## config.mk

```make
export PLATFORM = sky130hd
export DESIGN_NAME = xmodem_checksum_receiver
export DESIGN_NICKNAME = d
export VERILOG_FILES = /design/src/rtl/core/xcr_pkg.sv /design/src/rtl/core/xcr_proto.sv /design/src/rtl/core/xcr_resq.sv /design/src/rtl/core/xmodem_checksum_receiver.sv
export SDC_FILE = /design/constraint.sdc
export NUM_CORES = 1
export LEC_CHECK = 0
export BUFFER_PORTS_ARGS = -buffer_cell sky130_fd_sc_hd__buf_2
export CAP_MARGIN = 40
export CORE_UTILIZATION = 60
export CTS_BUF_LIST = sky130_fd_sc_hd__clkbuf_16
export DETAILED_ROUTE_END_ITERATION = 16
export GPL_ROUTABILITY_DRIVEN = 1
export PLACE_DENSITY = 0.8
export SLEW_MARGIN = 0
export SYNTH_ARGS = -nofsm -noshare
export SYNTH_HDL_FRONTEND = slang
export SYNTH_SLANG_ARGS = --single-unit
```

## constraint.sdc

```tcl
create_clock -name aclk -period 5.08 [get_ports aclk]
set_input_delay 0.762 -clock aclk [delete_from_list [all_inputs] [get_ports aclk]]
set_output_delay 0.762 -clock aclk [all_outputs]
set_load 0.005 [all_outputs]
```

## src/rtl/core/xcr_pkg.sv

```systemverilog
// Shared types, codes and constants of the XMODEM checksum receiver.
package xcr_pkg;

    localparam int PAYLOAD_BYTES = 128;
    localparam int GRP_MAX       = 3;

    localparam logic [7:0]  PAYLOAD_LAST  = 8'(PAYLOAD_BYTES);
    localparam logic [23:0] TICK_MAX      = 24'hFF_FFFF;
    localparam logic [7:0]  RETRY_MAX     = 8'hFF;
    localparam logic [23:0] TIMEOUT_RESET = 24'd1000;
    localparam logic [7:0]  RETRY_RESET   = 8'd10;
    localparam logic [7:0]  BLOCK_FIRST   = 8'd1;

    // Protocol characters.
    localparam logic [7:0] CH_SOH = 8'h01;
    localparam logic [7:0] CH_EOT = 8'h04;
    localparam logic [7:0] CH_ACK = 8'h06;
    localparam logic [7:0] CH_NAK = 8'h15;
    localparam logic [7:0] CH_CAN = 8'h18;
    localparam logic [7:0] CH_ESC = 8'h1B;

    // Result kinds.
    localparam logic [1:0] KIND_PAYLOAD  = 2'd0;
    localparam logic [1:0] KIND_SEND     = 2'd1;
    localparam logic [1:0] KIND_VERIFIED = 2'd2;
    localparam logic [1:0] KIND_ENDED    = 2'd3;

    // End status codes.
    localparam logic [1:0] END_EOT     = 2'd0;
    localparam logic [1:0] END_CANCEL  = 2'd1;
    localparam logic [1:0] END_RETRIES = 2'd2;
    localparam logic [1:0] END_SINK    = 2'd3;
    localparam logic [1:0] END_NONE    = 2'd0;

    // Configuration register indexes.
    localparam logic [1:0] CFG_TIMEOUT = 2'd0;
    localparam logic [1:0] CFG_RETRY   = 2'd1;
    localparam logic [1:0] CFG_VERDICT = 2'd2;

    typedef enum logic [1:0] {
        REQ_START,
        REQ_BYTE,
        REQ_TICK,
        REQ_VERDICT
    } req_t;

    typedef enum logic [2:0] {
        PH_IDLE,
        PH_HUNT,
        PH_BLOCK,
        PH_BLOCK_INV,
        PH_PAYLOAD,
        PH_CHECKSUM,
        PH_VERDICT
    } phase_t;

    typedef struct packed {
        logic [1:0] kind;
        logic [7:0] data;
        logic [1:0] status;
    } res_t;

    // All results caused by one input item, in order from index 0.
    typedef struct packed {
        logic [1:0]               cnt;
        res_t [GRP_MAX-1:0]       res;
    } grp_t;

    function automatic res_t mk_res(logic [1:0] kind, logic [7:0] data, logic [1:0] status);
        res_t r;
        r.kind   = kind;
        r.data   = data;
        r.status = status;
        return r;
    endfunction

endpackage

```

## src/rtl/core/xcr_proto.sv

```systemverilog
// Input register, configuration registers and the receiver protocol engine.
module xcr_proto import xcr_pkg::*; (
    input  logic        aclk,
    input  logic        aresetn,
    input  logic        s_tvalid,
    output logic        s_tready,
    input  logic [15:0] s_tdata,
    input  logic [1:0]  s_tuser,
    input  logic        cfg_valid,
    output logic        cfg_ready,
    input  logic [1:0]  cfg_index,
    input  logic [23:0] cfg_data,
    input  logic        q_full,
    output logic        grp_push,
    output grp_t        grp_out
);

    logic        in_valid_reg, in_valid_next;
    req_t        in_req_reg;
    logic [7:0]  in_byte_reg;
    logic        in_acc_reg;

    logic [23:0] timeout_reg;
    logic [7:0]  retry_limit_reg;
    logic        verdict_en_reg;

    phase_t      phase_reg, phase_next;
    logic [7:0]  exp_block_reg, exp_block_next;
    logic [7:0]  recv_block_reg, recv_block_next;
    logic [7:0]  count_reg, count_next;
    logic [7:0]  sum_reg, sum_next;
    logic [7:0]  retries_reg, retries_next;
    logic [23:0] elapsed_reg, elapsed_next;

    logic        fire, s_take;
    logic        req_byte, req_tick, req_verdict;
    logic        in_packet;
    logic [23:0] elapsed_inc;
    logic [7:0]  retries_inc;
    logic [7:0]  count_inc;
    logic        fail_end;
    logic        ev_start, ev_eot, ev_esc, ev_soh, ev_blk_byte, ev_blk_ok;
    logic        ev_payload, ev_verified, ev_ack, ev_abort, ev_fail;
    logic        bad_block, bad_sum, sum_ok, timed_out;

    assign fire      = in_valid_reg && !q_full;
    assign s_tready  = !in_valid_reg || fire;
    assign s_take    = s_tvalid && s_tready;
    assign cfg_ready = 1'b1;

    always_comb begin
        in_valid_next = in_valid_reg;
        if (s_take) begin
            in_valid_next = 1'b1;
        end else if (fire) begin
            in_valid_next = 1'b0;
        end
    end

    // Event decode of the item held in the input register.
    assign req_byte    = fire && (in_req_reg == REQ_BYTE);
    assign req_tick    = fire && (in_req_reg == REQ_TICK);
    assign req_verdict = fire && (in_req_reg == REQ_VERDICT) && (phase_reg == PH_VERDICT);
    assign in_packet   = (phase_reg == PH_HUNT) || (phase_reg == PH_BLOCK) ||
                         (phase_reg == PH_BLOCK_INV) || (phase_reg == PH_PAYLOAD) ||
                         (phase_reg == PH_CHECKSUM);

    assign elapsed_inc = (elapsed_reg == TICK_MAX) ? elapsed_reg : elapsed_reg + 24'd1;
    assign retries_inc = (retries_reg == RETRY_MAX) ? retries_reg : retries_reg + 8'd1;
    assign count_inc   = count_reg + 8'd1;
    assign fail_end    = retries_inc >= retry_limit_reg;

    assign ev_start    = fire && (in_req_reg == REQ_START);
    assign ev_eot      = req_byte && (phase_reg == PH_HUNT) && (in_byte_reg == CH_EOT);
    assign ev_esc      = req_byte && (phase_reg == PH_HUNT) && (in_byte_reg == CH_ESC);
    assign ev_soh      = req_byte && (phase_reg == PH_HUNT) && (in_byte_reg == CH_SOH);
    assign ev_blk_byte = req_byte && (phase_reg == PH_BLOCK);
    assign bad_block   = (recv_block_reg != exp_block_reg) || (~in_byte_reg != exp_block_reg);
    assign ev_blk_ok   = req_byte && (phase_reg == PH_BLOCK_INV) && !bad_block;
    assign ev_payload  = req_byte && (phase_reg == PH_PAYLOAD);
    assign sum_ok      = in_byte_reg == sum_reg;
    assign bad_sum     = req_byte && (phase_reg == PH_CHECKSUM) && !sum_ok;
    assign ev_verified = req_byte && (phase_reg == PH_CHECKSUM) && sum_ok && verdict_en_reg;
    assign timed_out   = req_tick && in_packet && (elapsed_inc >= timeout_reg);
    assign ev_fail     = (req_byte && (phase_reg == PH_BLOCK_INV) && bad_block) ||
                         bad_sum || timed_out;
    assign ev_ack      = (req_byte && (phase_reg == PH_CHECKSUM) && sum_ok && !verdict_en_reg) ||
                         (req_verdict && in_acc_reg);
    assign ev_abort    = req_verdict && !in_acc_reg;

    // Next state.
    always_comb begin
        phase_next      = phase_reg;
        exp_block_next  = exp_block_reg;
        recv_block_next = recv_block_reg;
        count_next      = count_reg;
        sum_next        = sum_reg;
        retries_next    = retries_reg;
        elapsed_next    = elapsed_reg;

        if (req_tick && in_packet) begin
            elapsed_next = elapsed_inc;
        end
        if (ev_start) begin
            exp_block_next  = BLOCK_FIRST;
            retries_next    = 8'd0;
            recv_block_next = 8'd0;
            phase_next      = PH_HUNT;
            elapsed_next    = 24'd0;
            count_next      = 8'd0;
            sum_next        = 8'd0;
        end
        if (ev_eot || ev_esc || ev_abort) begin
            phase_next = PH_IDLE;
        end
        if (ev_soh) begin
            phase_next = PH_BLOCK;
        end
        if (ev_blk_byte) begin
            recv_block_next = in_byte_reg;
            phase_next      = PH_BLOCK_INV;
        end
        if (ev_blk_ok) begin
            phase_next = PH_PAYLOAD;
            count_next = 8'd0;
            sum_next   = 8'd0;
        end
        if (ev_payload) begin
            sum_next   = sum_reg + in_byte_reg;
            count_next = count_inc;
            if (count_inc >= PAYLOAD_LAST) begin
                phase_next = PH_CHECKSUM;
            end
        end
        if (ev_verified) begin
            phase_next = PH_VERDICT;
        end
        if (ev_fail) begin
            retries_next = retries_inc;
            if (fail_end) begin
                phase_next = PH_IDLE;
            end else begin
                phase_next   = PH_HUNT;
                elapsed_next = 24'd0;
                count_next   = 8'd0;
                sum_next     = 8'd0;
            end
        end
        if (ev_ack) begin
            retries_next   = 8'd0;
            exp_block_next = exp_block_reg + 8'd1;
            phase_next     = PH_HUNT;
            elapsed_next   = 24'd0;
            count_next     = 8'd0;
            sum_next       = 8'd0;
        end
    end

    // Results of the current item.
    always_comb begin
        grp_out.cnt = 2'd0;
        grp_out.res = '0;
        if (ev_eot) begin
            grp_out.cnt    = 2'd2;
            grp_out.res[0] = mk_res(KIND_SEND, CH_ACK, END_NONE);
            grp_out.res[1] = mk_res(KIND_ENDED, 8'd0, END_EOT);
        end else if (ev_esc || ev_abort) begin
            grp_out.cnt    = 2'd3;
            grp_out.res[0] = mk_res(KIND_SEND, CH_CAN, END_NONE);
            grp_out.res[1] = mk_res(KIND_SEND, CH_CAN, END_NONE);
            grp_out.res[2] = mk_res(KIND_ENDED, 8'd0, ev_esc ? END_CANCEL : END_SINK);
        end else if (ev_fail) begin
            grp_out.cnt    = 2'd1;
            grp_out.res[0] = fail_end ? mk_res(KIND_ENDED, 8'd0, END_RETRIES)
                                      : mk_res(KIND_SEND, CH_NAK, END_NONE);
        end else if (ev_ack) begin
            grp_out.cnt    = 2'd1;
            grp_out.res[0] = mk_res(KIND_SEND, CH_ACK, END_NONE);
        end else if (ev_verified) begin
            grp_out.cnt    = 2'd1;
            grp_out.res[0] = mk_res(KIND_VERIFIED, 8'd0, END_NONE);
        end else if (ev_payload) begin
            grp_out.cnt    = 2'd1;
            grp_out.res[0] = mk_res(KIND_PAYLOAD, in_byte_reg, END_NONE);
        end
    end

    assign grp_push = grp_out.cnt != 2'd0;

    always_ff @(posedge aclk) begin
        if (!aresetn) begin
            in_valid_reg    <= 1'b0;
            timeout_reg     <= TIMEOUT_RESET;
            retry_limit_reg <= RETRY_RESET;
            verdict_en_reg  <= 1'b0;
            phase_reg       <= PH_IDLE;
            exp_block_reg   <= BLOCK_FIRST;
            recv_block_reg  <= 8'd0;
            count_reg       <= 8'd0;
            sum_reg         <= 8'd0;
            retries_reg     <= 8'd0;
            elapsed_reg     <= 24'd0;
        end else begin
            in_valid_reg   <= in_valid_next;
            phase_reg      <= phase_next;
            exp_block_reg  <= exp_block_next;
            recv_block_reg <= recv_block_next;
            count_reg      <= count_next;
            sum_reg        <= sum_next;
            retries_reg    <= retries_next;
            elapsed_reg    <= elapsed_next;
            if (cfg_valid && cfg_ready) begin
                case (cfg_index)
                    CFG_TIMEOUT: timeout_reg     <= cfg_data;
                    CFG_RETRY:   retry_limit_reg <= cfg_data[7:0];
                    CFG_VERDICT: verdict_en_reg  <= cfg_data[0];
                    default:     ;
                endcase
            end
        end
    end

    always_ff @(posedge aclk) begin
        if (s_take) begin
            in_req_reg  <= req_t'(s_tuser);
            in_byte_reg <= s_tdata[7:0];
            in_acc_reg  <= s_tdata[8];
        end
    end

`ifndef SYNTHESIS
    a_start_hunts: assert property (@(posedge aclk) disable iff (!aresetn)
        ev_start |=> (phase_reg == PH_HUNT) && (exp_block_reg == BLOCK_FIRST))
        else $error("start item did not open a transfer");

    a_count_bound: assert property (@(posedge aclk) disable iff (!aresetn)
        count_reg <= PAYLOAD_LAST)
        else $error("payload count ran past the payload length");

    a_stall_holds: assert property (@(posedge aclk) disable iff (!aresetn)
        in_valid_reg && q_full |=> in_valid_reg && $stable(in_byte_reg))
        else $error("held item lost while the result queue was full");
`endif

endmodule

```

## src/rtl/core/xcr_resq.sv

```systemverilog
// Two-entry queue of result groups that hands results out one item at a time.
module xcr_resq import xcr_pkg::*; (
    input  logic        aclk,
    input  logic        aresetn,
    input  logic        grp_push,
    input  grp_t        grp_in,
    output logic        q_full,
    output logic        m_tvalid,
    input  logic        m_tready,
    output logic [15:0] m_tdata,
    output logic [1:0]  m_tuser,
    output logic        m_tlast
);

    grp_t       grp_mem [2];
    logic       wr_ptr_reg, wr_ptr_next;
    logic       rd_ptr_reg, rd_ptr_next;
    logic [1:0] count_reg, count_next;
    logic [1:0] sel_reg, sel_next;

    grp_t       head;
    res_t       cur;
    logic       pop, take;

    assign head     = grp_mem[rd_ptr_reg];
    assign cur      = head.res[sel_reg];
    assign m_tvalid = count_reg != 2'd0;
    assign m_tlast  = sel_reg == 2'(head.cnt - 2'd1);
    assign m_tdata  = {6'd0, cur.status, cur.data};
    assign m_tuser  = cur.kind;
    assign q_full   = count_reg == 2'd2;
    assign take     = m_tvalid && m_tready;
    assign pop      = take && m_tlast;

    always_comb begin
        wr_ptr_next = grp_push ? ~wr_ptr_reg : wr_ptr_reg;
        rd_ptr_next = pop ? ~rd_ptr_reg : rd_ptr_reg;
        count_next  = 2'(count_reg + {1'b0, grp_push} - {1'b0, pop});
        sel_next    = sel_reg;
        if (pop) begin
            sel_next = 2'd0;
        end else if (take) begin
            sel_next = sel_reg + 2'd1;
        end
    end

    always_ff @(posedge aclk) begin
        if (!aresetn) begin
            wr_ptr_reg <= 1'b0;
            rd_ptr_reg <= 1'b0;
            count_reg  <= 2'd0;
            sel_reg    <= 2'd0;
        end else begin
            wr_ptr_reg <= wr_ptr_next;
            rd_ptr_reg <= rd_ptr_next;
            count_reg  <= count_next;
            sel_reg    <= sel_next;
        end
    end

    always_ff @(posedge aclk) begin
        if (grp_push) begin
            grp_mem[wr_ptr_reg] <= grp_in;
        end
    end

`ifndef SYNTHESIS
    a_no_overflow: assert property (@(posedge aclk) disable iff (!aresetn)
        grp_push |-> count_reg != 2'd2)
        else $error("result group written into a full queue");

    a_head_nonempty: assert property (@(posedge aclk) disable iff (!aresetn)
        m_tvalid |-> (head.cnt != 2'd0) && (sel_reg < head.cnt))
        else $error("result index outside the head group");

    a_idle_sel: assert property (@(posedge aclk) disable iff (!aresetn)
        !m_tvalid |-> sel_reg == 2'd0)
        else $error("result index left over with an empty queue");
`endif

endmodule

```

## src/rtl/core/xmodem_checksum_receiver.sv

```systemverilog
// XMODEM checksum receiver top level: protocol engine and result queue.
//
// The block takes one item per clock cycle while the result queue is not
// full: an item is held in the input register and is processed in a single
// pass of the protocol engine, whose results (one to three per item) go into
// a two-group result queue. Items that give no result flow through at one per
// cycle while the queue is not full; results leave at one per cycle while
// m_tready is high, and the input stalls only when both queued groups are
// still waiting. Configuration writes are always ready and take effect on the
// next cycle.
module xmodem_checksum_receiver import xcr_pkg::*; (
    input  logic        aclk,
    input  logic        aresetn,
    input  logic        s_tvalid,
    output logic        s_tready,
    input  logic [15:0] s_tdata,   // [7:0] rx_byte, [8] accept, [15:9] zero
    input  logic [1:0]  s_tuser,   // [1:0] req_type
    output logic        m_tvalid,
    input  logic        m_tready,
    output logic [15:0] m_tdata,   // [7:0] out_byte, [9:8] end_status, [15:10] zero
    output logic [1:0]  m_tuser,   // [1:0] out_kind
    output logic        m_tlast,
    input  logic        cfg_valid,
    output logic        cfg_ready,
    input  logic [1:0]  cfg_index,
    input  logic [23:0] cfg_data
);

    logic grp_push;
    logic q_full;
    grp_t grp;

    xcr_proto u_proto (
        .aclk      (aclk),
        .aresetn   (aresetn),
        .s_tvalid  (s_tvalid),
        .s_tready  (s_tready),
        .s_tdata   (s_tdata),
        .s_tuser   (s_tuser),
        .cfg_valid (cfg_valid),
        .cfg_ready (cfg_ready),
        .cfg_index (cfg_index),
        .cfg_data  (cfg_data),
        .q_full    (q_full),
        .grp_push  (grp_push),
        .grp_out   (grp)
    );

    xcr_resq u_resq (
        .aclk     (aclk),
        .aresetn  (aresetn),
        .grp_push (grp_push),
        .grp_in   (grp),
        .q_full   (q_full),
        .m_tvalid (m_tvalid),
        .m_tready (m_tready),
        .m_tdata  (m_tdata),
        .m_tuser  (m_tuser),
        .m_tlast  (m_tlast)
    );

endmodule
```

== Yosys cells after proc, flatten, opt, wreduce, memory -nomap -nowiden ==
Memory sizes are Yosys's and may differ from the RTL's. A register that Yosys moved wholly into a read port is not among the register bits.
Cells that the tools add are included.

* Output and inout bits: 22
* Flip-flop bits (word level): 118
* Input bits: 49
* Logic and storage cells: 172
* Memories: 1
* Bits in writable memories: 76

{| class="wikitable"
|+ Memory list
! memory !! words !! bits a word !! read ports !! clocked after memory_dff !! write ports !! line !! text
|-
| u_resq.grp_mem || 2 || 38 || 1 || 1 || 1 || xcr_resq.sv:15 || <nowiki>grp_t grp_mem [2];</nowiki>
|}

* Reduce and logical (&&, ||, !) cells: 58
* Magnitude comparators: 4
* Equal/unequal tests: 21
* $add $sub $neg: 9
* Mux-type cells: 56
* Bitwise gates (word level): 4

{| class="wikitable"
|+ Operators by type and width
! kind !! number
|-
| 24-bit two-way mux || 7
|-
| 8-bit two-way mux || 16
|-
| 12-bit two-way mux || 7
|-
| 1-bit logical AND || 27
|-
| 3-bit two-way mux || 9
|-
| 24-bit by 1-bit adder with 24-bit output (second input constant) || 1
|-
| 8-bit by 1-bit adder with 8-bit output (second input constant) || 3
|-
| 12-bit binary-select mux with 2-bit select || 1
|-
| 24-bit equality test (second input constant) || 1
|-
| 24-bit >= comparator || 1
|-
| 8-bit inequality test || 2
|-
| 1-bit logical OR || 12
|-
| 2-bit nonzero test || 6
|-
| 1-bit two-way mux || 10
|-
| 10-bit two-way mux || 1
|-
| 2-bit two-way mux || 5
|-
| 3-bit equality test (second input constant) || 3
|-
| 8-bit adder || 1
|-
| 2-bit equality test (second input constant) || 4
|-
| 8-bit by 1-bit equality test with 1-bit output (second input constant) || 1
|-
| 8-bit by 3-bit equality test with 1-bit output (second input constant) || 1
|-
| 8-bit by 5-bit equality test with 1-bit output (second input constant) || 1
|-
| 8-bit equality test || 1
|-
| 8-bit equality test (second input constant) || 1
|-
| other kinds (17) || 30
|}

== Depth between registers and ports, before layout ==
* Word-level depth: 17
* Mapped depth: 17
* Depth with buffers taken out: 15

== Modules after synthesis ==
Synthesis repeated with hierarchy kept, for this count alone.

* Cell total of the unflattened synthesis: 1025
* Area total of the unflattened synthesis: 10072.2 sq um

{| class="wikitable"
|+ By module, submodules not included
! module !! instances !! area an instance (sq um) !! cells an instance !! sequential area each (sq um)
|-
| xcr_proto || 1 || 6745.2 || 840 || 2352.3
|-
| xcr_resq || 1 || 3326.9 || 185 || 2422.3
|}

== Least setup slack after synthesis ==
No wires, ideal clock.

* Path type: reg-to-reg
* From: reg u_proto.elapsed_reg[0]
* To: mem u_resq.grp_mem[0][10] (netlist bit), enable pin
* Stages on the path, launching flop included: 17
* Path slack: 0.447 ns
* Clock period less this slack: 4.633 ns
* Setup time: 0.394 ns
* Arrival time: 4.239 ns
* Required time: 4.686 ns
* Buffers on the path: 2
* Cell sequence: dfxtp_1 ha_1 nand3_1 nor2_1 a311o_1 or4_1 buf_2 nor2_1 xor2_1 ha_1 nand4_1 nor3_1 nand2_1 nor4_1 o21ai_1 clkbuf_1 a21oi_1

* Longest elaborated chain between the ends: 11
* Elaborated cells between the ends (all ways): 12
* Classes of those cells: add/sub (1); order compare (1); eq/ne (1); mux (6); reduce/logical (3)

{| class="wikitable"
|+ Ends and longest elaborated chain
! what !! line !! text
|-
| from (decl) || xcr_proto.sv:33 || <nowiki>logic [23:0] elapsed_reg, elapsed_next;</nowiki>
|-
| from (signal assigned) || xcr_proto.sv:211 || <nowiki>elapsed_reg <= elapsed_next;</nowiki>
|-
| 24-bit by 1-bit adder with 24-bit output / 24-bit equality test (equally long branches) || xcr_proto.sv:68 || <nowiki>assign elapsed_inc = (elapsed_reg == TICK_MAX) ? elapsed_reg : elapsed_reg + 24'd1;</nowiki>
|-
| 24-bit two-way mux (*) || xcr_proto.sv:68 ||
|-
| 24-bit >= comparator (*) || xcr_proto.sv:84 || <nowiki>assign timed_out = req_tick && in_packet && (elapsed_inc >= timeout_reg);</nowiki>
|-
| 1-bit logical AND (*) || xcr_proto.sv:84 ||
|-
| 1-bit logical OR (*) || xcr_proto.sv:86 || <nowiki>bad_sum || timed_out;</nowiki>
|-
| 2-bit two-way mux (*) || xcr_proto.sv:172 || <nowiki>end else if (ev_fail) begin</nowiki>
|-
| 2-bit two-way mux (*) || xcr_proto.sv:167 || <nowiki>end else if (ev_esc || ev_abort) begin</nowiki>
|-
| 2-bit two-way mux (*) || xcr_proto.sv:163 || <nowiki>if (ev_eot) begin</nowiki>
|-
| 2-bit nonzero test (*) || xcr_proto.sv:188 || <nowiki>assign grp_push = grp_out.cnt != 2'd0;</nowiki>
|-
| 1-bit two-way mux (*) || xcr_resq.sv:62 || <nowiki>if (grp_push) begin</nowiki>
|-
| 1-bit two-way mux (not written as such) (*) || xcr_resq.sv:63 || <nowiki>grp_mem[wr_ptr_reg] <= grp_in;</nowiki>
|-
| to (decl) || xcr_resq.sv:15 ||
|}

Mark *: on every way between the ends. The rest lies on a longest branch, timed or not.

==> impl_metrics.toml <==
[synthesis]
synth_edf_count = 43
yosysWarningCount = 0
ys_ff_latch = 151
synth-async-reset-ratio = 0
syn_area_um2 = 8310
synth.avg_cell_area_um2 = 8.83
synth_area_leaders = "dfxtp_1, edfxtp_1, ha_1"
synth_top_area_cell = "dfxtp_1"
synth.distinct_cells = 63
synth_flop_cell = "dfxtp_1"
ys_seq_area_frac = 0.415
synthCells = 941
synth_top_area_share = 0.260

[grt]
grt_overflow_total = 0
grt_max_degree = 47
grt_pass1_vias = 6207
grt_pass1_wl_mm = 29.5
grtUsageTotal = 0.258
antenna_found_initial = 0

[cts]
clockBufferDepth = 2
postCtsSetupRepairBufs = 0
post_cts_resized = 0
clkTransAtPathRegs_ns = 0.06
cts_sinks = 151
htreeDepth = 4
cts-root-buf = "clkbuf_16"
cts_tree = "built"
clk_latency_ns = 0.42
cts_buffers = 17

[sta]
hold_viol = 0
tns_ns = 0
finClkSkew_ns = 0.00632
fin_crit_sh = 0.944
fin_hold_ws_ns = 0.453
maxSlewViolCount = 0
rsz0062_at_grt = "false"
max_freq_ghz = 0.209
setup_viol_count_final = 0
relSlewSlack = 0.435
min_period_ns = 4.79
worst_slew_pin_slew_ns = 0.847

[worst_setup_path]
worstPathCellList = "ha_1 -> nand3_1 -> nor2_1 -> a311o_1 -> or4_1 -> nor2_1 -> xor2_1 -> ha_1 -> nand4_1 -> nor3_1 -> a32oi_1 -> nand3_1 -> o21ai_1 -> nand3_1 -> or3_1"
reg2regPathDepth = 15
cp_slowest_cell = "o21ai_1"
cp.depth = 15
cp_common_cell = "nand3_1"
path_buf_inv = 0
end_kind = "flop"
crit_type = "reg2reg"
crit_family = "simple AND/OR/NAND/NOR gates"
start_kind = "flop"
arrival_ns = 4.95
cp_max_fo = 10
critPathMaxStageDelay_ns = 0.65
crit_required_ns = 5.23

[routing]
finalWirelength_mm = 17.7
met1_length_mm = 8.27
first_pass_iters = 5
drc = 0
dr_wl_met2_mm = 8.25
wl_per_cell_um = 15.2
wl_met3_um = 845
ant_nets = 0
vias = 6780
viasPerCell = 5.80
drtIter0Drc = 477
top_layer = "met4"

[cells_and_area]
final_common_cell = "dfxtp_1"
diodes = 0
drive_gt1_frac = 0.130
regArea_um2 = 3450
fill_cells = 1104
final_cell_mix = "dfxtp_1, nand2_1, a21oi_1"
multiInputGateArea_um2 = 4450
largest_reg_flops = 32
nets = 1073
syn_to_final_growth_pct = 11.2

[power_and_ir_drop]
powerDensity_nw_per_um2 = 265
total_power_w = 0.00245
p_leak_nw = 3.66
peakVddDrop_mv = 0.224

[place]
io_buffers = 56
routabilityCongestion = 0.848
dp_hpwl_mm = 12.3

[flow_run]
cap_viol_max_count = 0

[die]
io_pins = 71
die_w_um = 120
start_util = 0.620
floorplan.rows = 42
die_h_um = 120
die_area_um2 = 14300
core_um2 = 13400

[min_path]
whs_path_depth = 2
hp-class = "reg2reg"

[outcome]
status = "completed"
## cell usage after synthesis, types with 5 or more instances
library cell / number
o211ai_1: 8
a21oi_1: 69
nor3_1: 35
nand4_1: 21
buf_2: 7
mux2_2: 5
edfxtp_1: 43
nand2_1: 104
o22ai_1: 5
mux2i_1: 18
nand3_1: 35
xor2_1: 20
dfxtp_1: 108
nor2b_1: 8
a22oi_1: 8
and3b_1: 8
ha_1: 44
a21o_1: 8
buf_1: 5
inv_1: 49
nand2b_1: 11
buf_4: 7
and3_1: 14
a211oi_1: 9
nor4_1: 24
xnor2_1: 39
nand3b_1: 6
nor3b_1: 13
or3_1: 9
nor2_1: 65
nor4_2: 6
and2_1: 8
o21ai_0: 36
clkbuf_1: 37
## per-layer routing
layer / global-route usage / up-vias
li1: - / 3416
met1: 0.342 / 3157
met2: 0.419 / 179
met3: 0.0442 / 28
met4: 0.106 / 0
met5: 0 / -
## final timing paths
check | from | end | slack (ns)
setup / recovery | u_proto.elapsed_reg[0] | u_resq.grp_mem[1][36] | 0.29
setup reg to reg | u_proto.elapsed_reg[0] | u_resq.grp_mem[1][36] | 0.29
hold / removal | u_proto.timeout_reg[17] | u_proto.timeout_reg[17] | 0.45
hold reg to reg | u_proto.timeout_reg[17] | u_proto.timeout_reg[17] | 0.45
## cell type report
cell class              count  share of cell area
repair buffers             71              0.0474
inverters                  49              0.0199
clock inverters            15             0.00785
clock buffers              17              0.0460
multi-input cells         689               0.481
well taps                 176              0.0238
flip-flops and latches    151               0.374
## tightest hold or removal path, stage by stage, from the launching register on
cell and delay (ns):
dfxtp_1 0.30, nand2_1 0.05, a21oi_1 0.05
## cell families after synthesis
family                   share of synthesized area
buffers and inverters                       0.0530
adder cells (fa/ha/maj)                     0.0686
AND/OR/NAND/NOR                              0.246
multiplexers                                0.0352
AO/OA/AOI/OAI                                0.118
flip-flops                                   0.415
other                                     0.000903
XOR/XNOR                                    0.0622
## timing repair
action                                  CTS  global route
hold buffers                              0             0
endpoints found under the hold margin     0             0
endpoints found under the setup margin    0             1
## stage by stage
| stage | instances | setup WS, ns | cell area (um^2) | util |
|---|---|---|---|---|
| finish | 1168 | 0.287 | 9240 | 0.690 |
| global route | 1168 | 0.0237 | 9240 | 0.690 |
| CTS | 1168 | 0.320 | 9240 | 0.690 |
| detailed placement | 1136 | 0.411 | 8740 | 0.652 |
| global placement | 1135 | 0.544 | 8720 | 0.650 |
| floorplan | 946 | 0.447 | 8330 | - |
## power by group
group | switching [W] | internal, W | total [W]
clock | 0.000471 | 0.000605 | 0.00108
sequential | 0.0000152 | 0.00125 | 0.00126
combinational | 0.0000653 | 0.0000425 | 0.000108
No activity file was read; power rests on OpenSTA's default activity.
